File: src/design/bua_pkg.sv
// Package for the bitmap unit allocator: request and response structs,
// action codes, register indexes, status codes and reset values.
// No dependencies.
`timescale 1ns / 1ps

package bua_pkg;

    // Field widths fixed by the interface
    localparam int ACTION_W  = 2;
    localparam int OFFSET_W  = 17;
    localparam int COUNT_W   = 12;
    localparam int UNIT_W    = 6;
    localparam int HEADER_W  = 13;
    localparam int CFG_IDX_W = 1;
    localparam int CFG_DAT_W = 13;

    typedef enum logic [ACTION_W-1:0] {
        ACT_ALLOC  = 2'd0,
        ACT_FREE   = 2'd1,
        ACT_FORMAT = 2'd2,
        ACT_NOP    = 2'd3
    } t_action;

    localparam logic [CFG_IDX_W-1:0] REG_UNIT_BYTES   = 1'b0;
    localparam logic [CFG_IDX_W-1:0] REG_HEADER_BYTES = 1'b1;

    localparam logic STATUS_OK   = 1'b0;
    localparam logic STATUS_FULL = 1'b1;

    localparam logic [UNIT_W-1:0]   UNIT_BYTES_RESET   = 6'd2;
    localparam logic [HEADER_W-1:0] HEADER_BYTES_RESET = 13'd304;

    typedef struct packed {
        logic [ACTION_W-1:0] action;
        logic [OFFSET_W-1:0] byte_offset;
    } t_alloc_req;

    typedef struct packed {
        logic                status;
        logic [OFFSET_W-1:0] unit_offset;
        logic [COUNT_W-1:0]  free_units;
        logic [COUNT_W-1:0]  total_units;
        logic                all_free;
    } t_alloc_rsp;

endpackage

File: src/design/bitmap_unit_allocator_top.sv
// Top level of the bitmap unit allocator: sequencer, shared restoring divider,
// free bitmap memory and counters. Depends on bua_pkg.
`timescale 1ns / 1ps

// Usage: pulse start with a request on i_req while busy is low; the request is
// taken at that clock edge and busy rises until the response is delivered,
// unless it is a no-op or an allocate with zero free units. The response
// appears on o_rsp for exactly one cycle with o_done high; busy is low in that
// same cycle, so a new transaction may be started right away. Configuration
// writes (i_cfg_we, i_cfg_idx, i_cfg_data) are taken at any edge; new register
// values are used by the next format, the unit size also by allocate and free.
// Steps from the start edge to o_done:
//   allocate: per bitmap word scanned, one memory read and one check; then a
//             byte search over up to eight bytes of the hit word, then a write
//             and a multiply step.
//   free:     the bit-serial divider, a setup state, then a read-modify-write
//             of one word; a free beyond the slab ends after the setup state.
//   format:   the divider, a setup state and one word write per bitmap word.
//   no-op, or allocate with zero free units: answered straight from idle.
// The divider and the one-port bitmap memory set this sequence of steps.
// After reset the block formats itself with the reset register values; busy
// stays high until that format ends and no response is produced.
// The receiver cannot stall; every response is delivered in its one cycle.

module bitmap_unit_allocator_top #(
    parameter int NUM_UNITS = 2048,
    parameter int MAP_WORDS = 32
) (
    input  logic                                   i_clk,
    input  logic                                   i_rst_n,
    input  logic                                   start,
    output logic                                   busy,
    input  bua_pkg::t_alloc_req                    i_req,
    output logic                                   o_done,
    output bua_pkg::t_alloc_rsp                    o_rsp,
    input  logic                                   i_cfg_we,
    input  logic [bua_pkg::CFG_IDX_W-1:0]          i_cfg_idx,
    input  logic [bua_pkg::CFG_DAT_W-1:0]          i_cfg_data
);

    localparam int MAP_BITS = MAP_WORDS * 64;
    localparam int CAP      = (NUM_UNITS < MAP_BITS) ? NUM_UNITS : MAP_BITS;
    localparam int WORD_W   = (MAP_WORDS > 1) ? $clog2(MAP_WORDS) : 1;
    localparam int UIDX_W   = WORD_W + 6;
    localparam int CNT_W    = UIDX_W + 1;
    localparam int PROD_W   = UIDX_W + bua_pkg::UNIT_W;
    localparam int DIV_STEPS = bua_pkg::OFFSET_W;
    localparam int STEP_W   = $clog2(DIV_STEPS);

    localparam logic [bua_pkg::OFFSET_W-1:0] CAP_Q    = bua_pkg::OFFSET_W'(CAP);
    localparam logic [CNT_W-1:0]             CAP_C    = CNT_W'(CAP);
    localparam logic [WORD_W-1:0]            LAST_WORD = WORD_W'(MAP_WORDS - 1);
    localparam logic [STEP_W-1:0]            LAST_STEP = STEP_W'(DIV_STEPS - 1);

    typedef enum logic [3:0] {
        S_INIT,
        S_IDLE,
        S_DIV,
        S_DIV_END,
        S_FMT_WR,
        S_SCAN_RD,
        S_SCAN_CHK,
        S_FIND,
        S_ALLOC_WR,
        S_MUL,
        S_FREE_RD,
        S_FREE_WR
    } t_state;

    // Control state
    t_state                         r_state,        n_state;
    logic                           r_done,         n_done;
    logic                           r_silent,       n_silent;
    logic [bua_pkg::UNIT_W-1:0]     r_unit_bytes,   n_unit_bytes;
    logic [bua_pkg::HEADER_W-1:0]   r_header_bytes, n_header_bytes;
    logic [CNT_W-1:0]               r_free,         n_free;
    logic [CNT_W-1:0]               r_total,        n_total;

    // Datapath registers
    logic [bua_pkg::ACTION_W-1:0]   r_action,       n_action;
    logic [bua_pkg::OFFSET_W-1:0]   r_quo,          n_quo;
    logic [bua_pkg::UNIT_W-1:0]     r_rem,          n_rem;
    logic [STEP_W-1:0]              r_step,         n_step;
    logic [CNT_W-1:0]               r_hdr,          n_hdr;
    logic [WORD_W-1:0]              r_word,         n_word;
    logic [2:0]                     r_byte,         n_byte;
    logic [63:0]                    r_buf,          n_buf;
    logic [UIDX_W-1:0]              r_uidx,         n_uidx;
    bua_pkg::t_alloc_rsp            r_rsp,          n_rsp;

    // Bitmap memory
    logic [63:0]                    r_mem [0:MAP_WORDS-1];
    logic [63:0]                    r_rdata;
    logic                           mem_we;
    logic [63:0]                    mem_wdata;

    // Combinational helpers
    logic [bua_pkg::UNIT_W-1:0]     ub;
    logic [bua_pkg::UNIT_W:0]       rem_sh;
    logic [bua_pkg::UNIT_W:0]       rem_diff;
    logic                           rem_ge;
    logic [bua_pkg::OFFSET_W-1:0]   fmt_dividend;
    logic [7:0]                     cur_byte;
    logic [CNT_W-1:0]               word_base;
    logic [PROD_W-1:0]              prod;
    logic [PROD_W+bua_pkg::OFFSET_W-1:0] prod_ext;
    logic                           finish;
    logic                           fin_status;
    logic [bua_pkg::OFFSET_W-1:0]   fin_offset;
    logic [CNT_W+bua_pkg::COUNT_W-1:0] free_ext;
    logic [CNT_W+bua_pkg::COUNT_W-1:0] total_ext;

    // Bits j of a word at unit index base for which base + j < lim.
    function automatic logic [63:0] below_mask(input logic [CNT_W-1:0] lim,
                                               input logic [CNT_W-1:0] base);
        logic [CNT_W-1:0] d;
        d = lim - base;
        if (lim <= base) begin
            return 64'd0;
        end else if (d >= CNT_W'(64)) begin
            return {64{1'b1}};
        end else begin
            return ~({64{1'b1}} << d[5:0]);
        end
    endfunction

    // Position of the lowest set bit of a byte.
    function automatic logic [2:0] lowest_bit(input logic [7:0] v);
        logic [2:0] pos;
        pos = 3'd0;
        for (int k = 7; k >= 0; k--) begin
            if (v[k]) begin
                pos = 3'(k);
            end
        end
        return pos;
    endfunction

    assign ub           = (r_unit_bytes == '0) ? bua_pkg::UNIT_W'(1) : r_unit_bytes;
    assign fmt_dividend = bua_pkg::OFFSET_W'({1'b0, r_header_bytes} + 14'(ub) - 14'd1);
    assign rem_sh       = {r_rem, r_quo[bua_pkg::OFFSET_W-1]};
    assign rem_diff     = rem_sh - {1'b0, ub};
    assign rem_ge       = (rem_sh >= {1'b0, ub});
    assign cur_byte     = r_buf[{r_byte, 3'b000} +: 8];
    assign word_base    = {1'b0, r_word, 6'b000000};
    assign prod         = PROD_W'(r_uidx) * PROD_W'(ub);
    assign prod_ext     = {{bua_pkg::OFFSET_W{1'b0}}, prod};

    assign busy   = (r_state != S_IDLE);
    assign o_done = r_done;
    assign o_rsp  = r_rsp;

    always_comb begin
        n_state        = r_state;
        n_silent       = r_silent;
        n_unit_bytes   = r_unit_bytes;
        n_header_bytes = r_header_bytes;
        n_free         = r_free;
        n_total        = r_total;
        n_action       = r_action;
        n_quo          = r_quo;
        n_rem          = r_rem;
        n_step         = r_step;
        n_hdr          = r_hdr;
        n_word         = r_word;
        n_byte         = r_byte;
        n_buf          = r_buf;
        n_uidx         = r_uidx;
        mem_we         = 1'b0;
        mem_wdata      = r_rdata;
        finish         = 1'b0;
        fin_status     = bua_pkg::STATUS_OK;
        fin_offset     = '0;

        if (i_cfg_we) begin
            case (i_cfg_idx)
                bua_pkg::REG_UNIT_BYTES:   n_unit_bytes   = i_cfg_data[bua_pkg::UNIT_W-1:0];
                bua_pkg::REG_HEADER_BYTES: n_header_bytes = i_cfg_data[bua_pkg::HEADER_W-1:0];
                default: ;
            endcase
        end

        case (r_state)
            S_INIT: begin
                n_action = bua_pkg::ACT_FORMAT;
                n_quo    = fmt_dividend;
                n_rem    = '0;
                n_step   = '0;
                n_state  = S_DIV;
            end
            S_IDLE: begin
                if (start) begin
                    n_action = i_req.action;
                    n_rem    = '0;
                    n_step   = '0;
                    n_word   = '0;
                    case (i_req.action)
                        bua_pkg::ACT_ALLOC: begin
                            if (r_free == '0) begin
                                finish     = 1'b1;
                                fin_status = bua_pkg::STATUS_FULL;
                            end else begin
                                n_state = S_SCAN_RD;
                            end
                        end
                        bua_pkg::ACT_FREE: begin
                            n_quo   = i_req.byte_offset;
                            n_state = S_DIV;
                        end
                        bua_pkg::ACT_FORMAT: begin
                            n_quo   = fmt_dividend;
                            n_state = S_DIV;
                        end
                        default: begin
                            finish = 1'b1;
                        end
                    endcase
                end
            end
            S_DIV: begin
                // One quotient bit per cycle; the dividend shifts out of r_quo.
                if (rem_ge) begin
                    n_rem = rem_diff[bua_pkg::UNIT_W-1:0];
                end else begin
                    n_rem = rem_sh[bua_pkg::UNIT_W-1:0];
                end
                n_quo  = {r_quo[bua_pkg::OFFSET_W-2:0], rem_ge};
                n_step = r_step + STEP_W'(1);
                if (r_step == LAST_STEP) begin
                    n_state = S_DIV_END;
                end
            end
            S_DIV_END: begin
                if (r_action == bua_pkg::ACT_FORMAT) begin
                    n_hdr   = (r_quo >= CAP_Q) ? CAP_C : r_quo[CNT_W-1:0];
                    n_word  = '0;
                    n_state = S_FMT_WR;
                end else if (r_quo < CAP_Q) begin
                    n_uidx  = r_quo[UIDX_W-1:0];
                    n_word  = r_quo[UIDX_W-1:6];
                    n_state = S_FREE_RD;
                end else begin
                    finish = 1'b1;
                end
            end
            S_FMT_WR: begin
                mem_we    = 1'b1;
                mem_wdata = below_mask(CAP_C, word_base) & ~below_mask(r_hdr, word_base);
                if (r_word == LAST_WORD) begin
                    n_total = CAP_C - r_hdr;
                    n_free  = CAP_C - r_hdr;
                    finish  = 1'b1;
                end else begin
                    n_word = r_word + WORD_W'(1);
                end
            end
            S_SCAN_RD: begin
                n_state = S_SCAN_CHK;
            end
            S_SCAN_CHK: begin
                if (r_rdata != 64'd0) begin
                    n_buf   = r_rdata;
                    n_byte  = '0;
                    n_state = S_FIND;
                end else if (r_word == LAST_WORD) begin
                    finish     = 1'b1;
                    fin_status = bua_pkg::STATUS_FULL;
                end else begin
                    n_word  = r_word + WORD_W'(1);
                    n_state = S_SCAN_RD;
                end
            end
            S_FIND: begin
                // The word is nonzero, so a byte with a set bit is always reached.
                if (cur_byte != 8'd0) begin
                    n_uidx  = {r_word, r_byte, lowest_bit(cur_byte)};
                    n_state = S_ALLOC_WR;
                end else begin
                    n_byte = r_byte + 3'd1;
                end
            end
            S_ALLOC_WR: begin
                mem_we    = 1'b1;
                mem_wdata = r_buf & ~(64'd1 << r_uidx[5:0]);
                n_free    = r_free - CNT_W'(1);
                n_state   = S_MUL;
            end
            S_MUL: begin
                finish     = 1'b1;
                fin_offset = prod_ext[bua_pkg::OFFSET_W-1:0];
            end
            S_FREE_RD: begin
                n_state = S_FREE_WR;
            end
            S_FREE_WR: begin
                mem_we    = 1'b1;
                mem_wdata = r_rdata | (64'd1 << r_uidx[5:0]);
                if (r_free < r_total) begin
                    n_free = r_free + CNT_W'(1);
                end
                finish = 1'b1;
            end
            default: begin
                n_state = S_IDLE;
            end
        endcase

        if (finish) begin
            n_state  = S_IDLE;
            n_silent = 1'b0;
        end
        n_done    = finish && !r_silent;
        free_ext  = {{bua_pkg::COUNT_W{1'b0}}, n_free};
        total_ext = {{bua_pkg::COUNT_W{1'b0}}, n_total};
        n_rsp.status      = fin_status;
        n_rsp.unit_offset = fin_offset;
        n_rsp.free_units  = free_ext[bua_pkg::COUNT_W-1:0];
        n_rsp.total_units = total_ext[bua_pkg::COUNT_W-1:0];
        n_rsp.all_free    = (n_free == n_total);
    end

    always_ff @(posedge i_clk) begin
        if (!i_rst_n) begin
            r_state        <= S_INIT;
            r_done         <= 1'b0;
            r_silent       <= 1'b1;
            r_unit_bytes   <= bua_pkg::UNIT_BYTES_RESET;
            r_header_bytes <= bua_pkg::HEADER_BYTES_RESET;
            r_free         <= '0;
            r_total        <= '0;
        end else begin
            r_state        <= n_state;
            r_done         <= n_done;
            r_silent       <= n_silent;
            r_unit_bytes   <= n_unit_bytes;
            r_header_bytes <= n_header_bytes;
            r_free         <= n_free;
            r_total        <= n_total;
        end
        r_action <= n_action;
        r_quo    <= n_quo;
        r_rem    <= n_rem;
        r_step   <= n_step;
        r_hdr    <= n_hdr;
        r_word   <= n_word;
        r_byte   <= n_byte;
        r_buf    <= n_buf;
        r_uidx   <= n_uidx;
        if (finish) begin
            r_rsp <= n_rsp;
        end
    end

    // Single-port bitmap memory with a registered read.
    always_ff @(posedge i_clk) begin
        if (mem_we) begin
            r_mem[r_word] <= mem_wdata;
        end
        r_rdata <= r_mem[r_word];
    end

endmodule

File: config.mk
export PLATFORM = sky130hd
export DESIGN_NAME = bitmap_unit_allocator_top
export DESIGN_NICKNAME = d
export VERILOG_FILES = /design/src/design/bua_pkg.sv /design/src/design/bitmap_unit_allocator_top.sv
export SDC_FILE = /design/constraint.sdc
export NUM_CORES = 2
export LEC_CHECK = 0
export CAP_MARGIN = 25
export CORE_MARGIN = 4
export CORE_UTILIZATION = 50
export DETAILED_ROUTE_END_ITERATION = 8
export DONT_BUFFER_PORTS = 1
export GPL_ROUTABILITY_DRIVEN = 0
export PLACE_DENSITY_LB_ADDON = 0.1
export SLEW_MARGIN = 20
export SYNTH_ARGS = -nofsm -noshare
export SYNTH_HDL_FRONTEND = slang
export SYNTH_SLANG_ARGS = --single-unit
File: constraint.sdc
create_clock -name i_clk -period 5.5 [get_ports i_clk]
set_input_delay 0.825 -clock i_clk [delete_from_list [all_inputs] [get_ports i_clk]]
set_output_delay 0.825 -clock i_clk [all_outputs]
set_load 0.03 [all_outputs]
; After elaboration in Yosys (flattened, before gate mapping)
; Memories as Yosys holds them, arrays and structs flattened. A register that Yosys moved wholly into a read port is not among the register bits.
; Index checks and enable logic that the tools add are counted.
[totals]
out_inout_bits = 45
n_memories = 1
ramBits = 2048
ff_bits = 217
[op_classes]
bitwise = 10
n_shift = 4
reduce_logical = 30
magnitude_cmp = 8
multipliers = 1
n_eq_ne = 39
addsub = 11
mux = 68
[mem_list]
columns = name, depth, width, rd, rd_ports_with_merged_regs, wr, line_no
row1 = r_mem, 32, 64, 1, 1, 1, bitmap_unit_allocator_top.sv:92  ; logic [63:0] r_mem [0:MAP_WORDS-1];
[op_table]
columns = op, n
row1 = 64-bit two-way mux, 6
row2 = 64-bit NOT, 4
row3 = 64-bit one-hot mux with 3 select lines, 1
row4 = 64-bit AND, 2
row5 = 64-bit by 6-bit left shift with 64-bit output (first input constant), 2
row6 = 64-bit OR, 1
row7 = 64-bit nonzero test, 1
row8 = 64-bit by 7-bit variable part select with 8-bit output, 1
row9 = 1-bit by 6-bit left shift with 64-bit output (first input constant), 1
row10 = 17-bit one-hot mux with 3 select lines, 1
row11 = 12-bit two-way mux, 4
row12 = 4-bit one-hot mux with 10 select lines, 1
row13 = 12-bit one-hot mux with 3 select lines, 1
row14 = 17-bit one-hot mux with 2 select lines, 1
row15 = 11-bit two-way mux, 3
row16 = 4-bit two-way mux, 8
row17 = 3-bit two-way mux, 10
row18 = 5-bit two-way mux, 5
row19 = 12-bit by 7-bit greater-or-equal comparator with 1-bit output (second input constant), 2
row20 = 11-bit one-hot mux with 2 select lines, 1
row21 = 3-bit != test (second input constant), 7
row22 = 5-bit one-hot mux with 4 select lines, 1
row23 = 6-bit two-way mux, 3
row24 = 6-bit one-hot mux with 3 select lines, 1
row25 = other kinds (56), 103

; Longest topological paths before layout
[depth]
ltp_word = 11
ltp_mapped = 21
ltp_nobuf = 20

; Worst setup path after synthesis
; OpenSTA, ideal clock, no wires.
[synth_timing]
kind = register -> register
start = register r_word[1]
end = memory r_mem[0][0], data pin
arrival_time_ns = 4.900
path_buffers = 3
setup_ns = 0.467
path_slack_ns = 0.133
path_stages_with_launch = 15
period_less_slack_ns = 5.367
cell_sequence = edfxtp_1 > clkbuf_1 > clkbuf_1 > clkbuf_1 > inv_1 > ha_1 > nor2b_1 > o21ai_1 > a21boi_0 > or4_1 > a31o_2 > o21ai_1 > o21ai_1 > o221a_2 > a211oi_1
[synth_between]
elab_chain_cells = 8
word_cells_on_any_way = 15
[synth_lines]
columns = item, line_no
row1 = from (decl), bitmap_unit_allocator_top.sv:85  ; logic [WORD_W-1:0] r_word, n_word;
row2 = from (signal assigned), bitmap_unit_allocator_top.sv:345  ; r_word <= n_word;
row3 = 12-bit by 11-bit subtractor with 12-bit output, bitmap_unit_allocator_top.sv:117  ; d = lim - base;
row4 = 12-bit by 7-bit greater-or-equal comparator with 1-bit output, bitmap_unit_allocator_top.sv:120  ; end else if (d >= CNT_W'(64)) begin
row5 = 64-bit two-way mux, bitmap_unit_allocator_top.sv:120
row6 = 64-bit two-way mux, bitmap_unit_allocator_top.sv:118  ; if (lim <= base) begin
row7 = 64-bit two-way mux, bitmap_unit_allocator_top.sv:183  ; case (r_state)
row8 = 64-bit NOT, bitmap_unit_allocator_top.sv:248  ; mem_wdata = below_mask(CAP_C, word_base) & ~below_mask(r_hdr, word_base);
row9 = 64-bit AND (*), bitmap_unit_allocator_top.sv:248
row10 = 64-bit one-hot mux with 3 select lines (*), bitmap_unit_allocator_top.sv:183
row11 = net mem_wdata[0], bitmap_unit_allocator_top.sv:95  ; logic [63:0] mem_wdata;
row12 = to (decl), bitmap_unit_allocator_top.sv:92
; Mark *: on every way through the listed nets, which the timed path passes. The rest lies on a longest branch. The select of a mux whose other input is x is not followed.

; Worst setup path after layout
[layout_timing]
start = register r_unit_bytes[3] (netlist name)
end = register r_rsp, in the netlist o_rsp[40], data pin
[layout_between]
elab_chain_cells = 3
[layout_lines]
columns = item, line_no
row1 = from (decl), bitmap_unit_allocator_top.sv:74  ; logic [bua_pkg::UNIT_W-1:0] r_unit_bytes, n_unit_bytes;
row2 = from (signal assigned), bitmap_unit_allocator_top.sv:327  ; r_unit_bytes <= bua_pkg::UNIT_BYTES_RESET;
row3 = from (signal assigned), bitmap_unit_allocator_top.sv:335  ; r_unit_bytes <= n_unit_bytes;
row4 = 6-bit logical NOT, bitmap_unit_allocator_top.sv:139  ; assign ub = (r_unit_bytes == '0) ? bua_pkg::UNIT_W'(1) : r_unit_bytes;
row5 = 6-bit two-way mux (*), bitmap_unit_allocator_top.sv:139
row6 = 11-bit by 6-bit multiplier with 17-bit output (*), bitmap_unit_allocator_top.sv:146  ; assign prod = PROD_W'(r_uidx) * PROD_W'(ub);
row7 = to (signal assigned), bitmap_unit_allocator_top.sv:350  ; r_rsp <= n_rsp;
row8 = to (decl), bitmap_unit_allocator_top.sv:89  ; bua_pkg::t_alloc_rsp r_rsp, n_rsp;
; Every way passes the cells marked *; elsewhere a longest branch is shown, timed or not.
; A chain may end at the register's enable or synchronous reset.

==> metrics.cfg <==
[timing]
worstMarginPinSlew_ns=1.162
drv_slew=0
tns_ns=0
rsz0062_at_grt=false
worst_hold_slack_ns=0.08720
max_freq_mhz=198.5
finalHoldViolations=0
slew_headroom_pct=22.56
layout_worst_path_cycle_share_pct=91.60
period_minus_slack_ns=5.038
setup_viol=0
finClkSkew_ns=0.08583

[logic_synthesis]
synth_area_leaders=edfxtp_1 (71%), mux4_2 (13%), dfxtp_1 (2.4%), a22oi_1 (2.1%), ha_1 (1.1%)
synthMostInstantiatedCell=edfxtp_1
avgSynthCellArea_um2=18.90
yosysWarnings=0
synth-seq-area-share_pct=73.22
synth-seq-cells=2329
synth_top_area_share_pct=70.82
yosys.cell_types.count=97
synth-edff-count=2216
ys.flop_type=edfxtp_1
synth_largest_area_cell=edfxtp_1
synth_common_cells=edfxtp_1 (2216), mux4_2 (528), a22oi_1 (266)
synthArstFlopShare_pct=0
syn_area_um2=93970
synth_cells=4972
syn-num-nets=5134

[worst_setup_path]
cp.arrival_ns=5.59
critPathLaunch=r_unit_bytes[3]
rr_worst_depth=20
cp_max_fo=8
required_ns=6.05
crit_path_start_kind=flop
critPathKind=flop to flop
r2r_start=r_unit_bytes[3]
cp_slowest_stage_delay_ns=0.55
crit_path_end_kind=flop
crit_slowest_cell=fa_1
critical_path.cell_chain=inv_1 -> nand4_1 -> o21bai_1 -> buf_4 -> nand2_1 -> fa_1 -> inv_1 -> ha_1 -> ha_1 -> ha_1 -> fa_1 -> a21o_1 -> a21oi_1 -> nor2b_1 -> o21a_1 -> o41ai_1 -> o21a_1 -> o21ai_0 -> xnor2_1 -> nor2_1
crit_top_cell=ha_1

[drt]
avgRoutedWirePerCell_um=33.37
drc=0
totalWireLength_um=261300
vias_per_cell=6.550
dr.pass1.iters=8
ant_nets=0
vias=51290
drtIter0Drc=6821

[clocking]
cts_tree=yes
post_cts_buffers=0
clock_latency_ns=0.89
cts.htree.levels=4
clk_pin_slew_worst_paths_ns=0.07
cts_root_buffer=clkbuf_16
cts_made_buffers=228
clock-sinks=2329
cts_buffer_depth=3

[power_and_ir_drop]
total_power_mw=49.48
cellPowerDensity_nw_per_um2=466.6
p_leak_nw=33.86
irDropWorstVdd_v=0.0003053

[floorplan]
io_pins=82
core_area_um2=186200
die_h_um=441.5
die_x_um=441.5
die-area_um2=194900
start_util_pct=50.46
rows=158

[worst_hold_path]
min_from=i_rst_n
holdPathStages=1
min_path_type=input port to flop

[grt]
antenna_found_initial=6
grt.overflow.total=0
grt_pass1_wl_um=372700
grt_pass1_vias=49980
grt_max_degree=129
track_usage_pct=26.89

[flow_run]
maxCapViolations=0

[layout]
fin_util_pct=56.95
syn2layout_area_growth_pct=12.86
fin_area_um2=106100
finalNetCount=5310
fill_cells=13990
drive_gt1_share_pct=22.30

[outcome]
status=finished clean

[placed_design]
placedInstanceArea_um2=98470
port_buffers=0
dp_hpwl_um=145200

## cell type report
cell class                 count  area (um2)  area share, %
timing repair buffer         220        2181          2.056
clock inverter               110        1252          1.181
multi-input combinational   2233       24010          22.64
inverter                     136       510.5         0.4813
clock buffer                 321        6185          5.832
sequential                  2329       68810          64.88
tap                         2480        3103          2.926
antenna                        2       5.005       0.004719
## final timing paths
path	endpoint	slack (ns)
worst max-delay path	o_rsp[40]	0.46
worst min-delay path	r_total[9]	0.09
worst max register to register	o_rsp[40]	0.46
worst min register to register	o_done	0.43
## cell usage in the layout (no fill, tap or decap), types with 74 or more instances in the layout
| cell type | count |
|---|---|
| ha_1 | 85 |
| a21oi_1 | 108 |
| nor2_1 | 166 |
| mux4_2 | 528 |
| o21ai_0 | 118 |
| edfxtp_1 | 2216 |
| inv_1 | 132 |
| buf_4 | 175 |
| clkbuf_16 | 228 |
| a22oi_1 | 266 |
| and2_1 | 88 |
| nand2_1 | 167 |
| dfxtp_1 | 113 |
| clkbuf_1 | 80 |
| nand4_1 | 74 |
## metrics by stage
step	setup slack, ns	cells
6_report	0.4620	7831
5_1_grt	0.1284	7829
4_1_cts	0.3867	7822
3_5_place_dp	0.3809	7390
3_3_place_gp	0.4474	7384
2_1_floorplan	0.1329	4972
## state kept, by name, summed over array words and instances, names as in the netlist, 6 cells and up
register and count:
o_rsp 43, r_mem 2048, r_rdata 64, r_unit_bytes 6, r_hdr 12, r_rem 6
r_header_bytes 13, r_buf 64, r_quo 17, r_uidx 11, r_total 12, r_free 12
## routing by layer
metal  track usage (%)  up-vias  share of wire [%]
li1                  -    20780                  -
met1             40.82    27420                 43
met2             40.40     2630                 46
met3             4.717      464                8.8
met4             7.894        2                3.0
met5                 0        -             0.0050
## critical path, delay by kind of cell, from the launching register on
kind | cells | cell delay (ns)
flip-flops | 1 | 0.31
AND/OR/NAND/NOR | 4 | 0.34
AO/OA/AOI/OAI | 7 | 1.78
buffers and inverters | 3 | 0.39
adder cells (fa/ha/maj) | 5 | 1.80
XOR/XNOR | 1 | 0.14
## kinds of logic after synthesis
group | Yosys count | synth area share, %
flops | 2329 | 73.22
simple gates | 760 | 4.110
compound gates | 755 | 5.619
mux | 551 | 12.91
buf+inv | 410 | 1.767
fa+ha+maj | 125 | 1.984
xor+xnor | 42 | 0.3915
## power by group
group	internal [mW]	leakage (nW)	switching [mW]
Combinational	3.57	9.19	6.95
Sequential	22.8	21.1	0.830
Clock	8.65	3.59	6.71
Total	35.0	33.9	14.5
## repair_timing
action,CTS,global route
hold buffers,1,0
gates resized for setup,0,0
endpoints found under the setup margin,0,0
endpoints found under the hold margin,1,0
No activity file was read; power rests on OpenSTA's default activity.
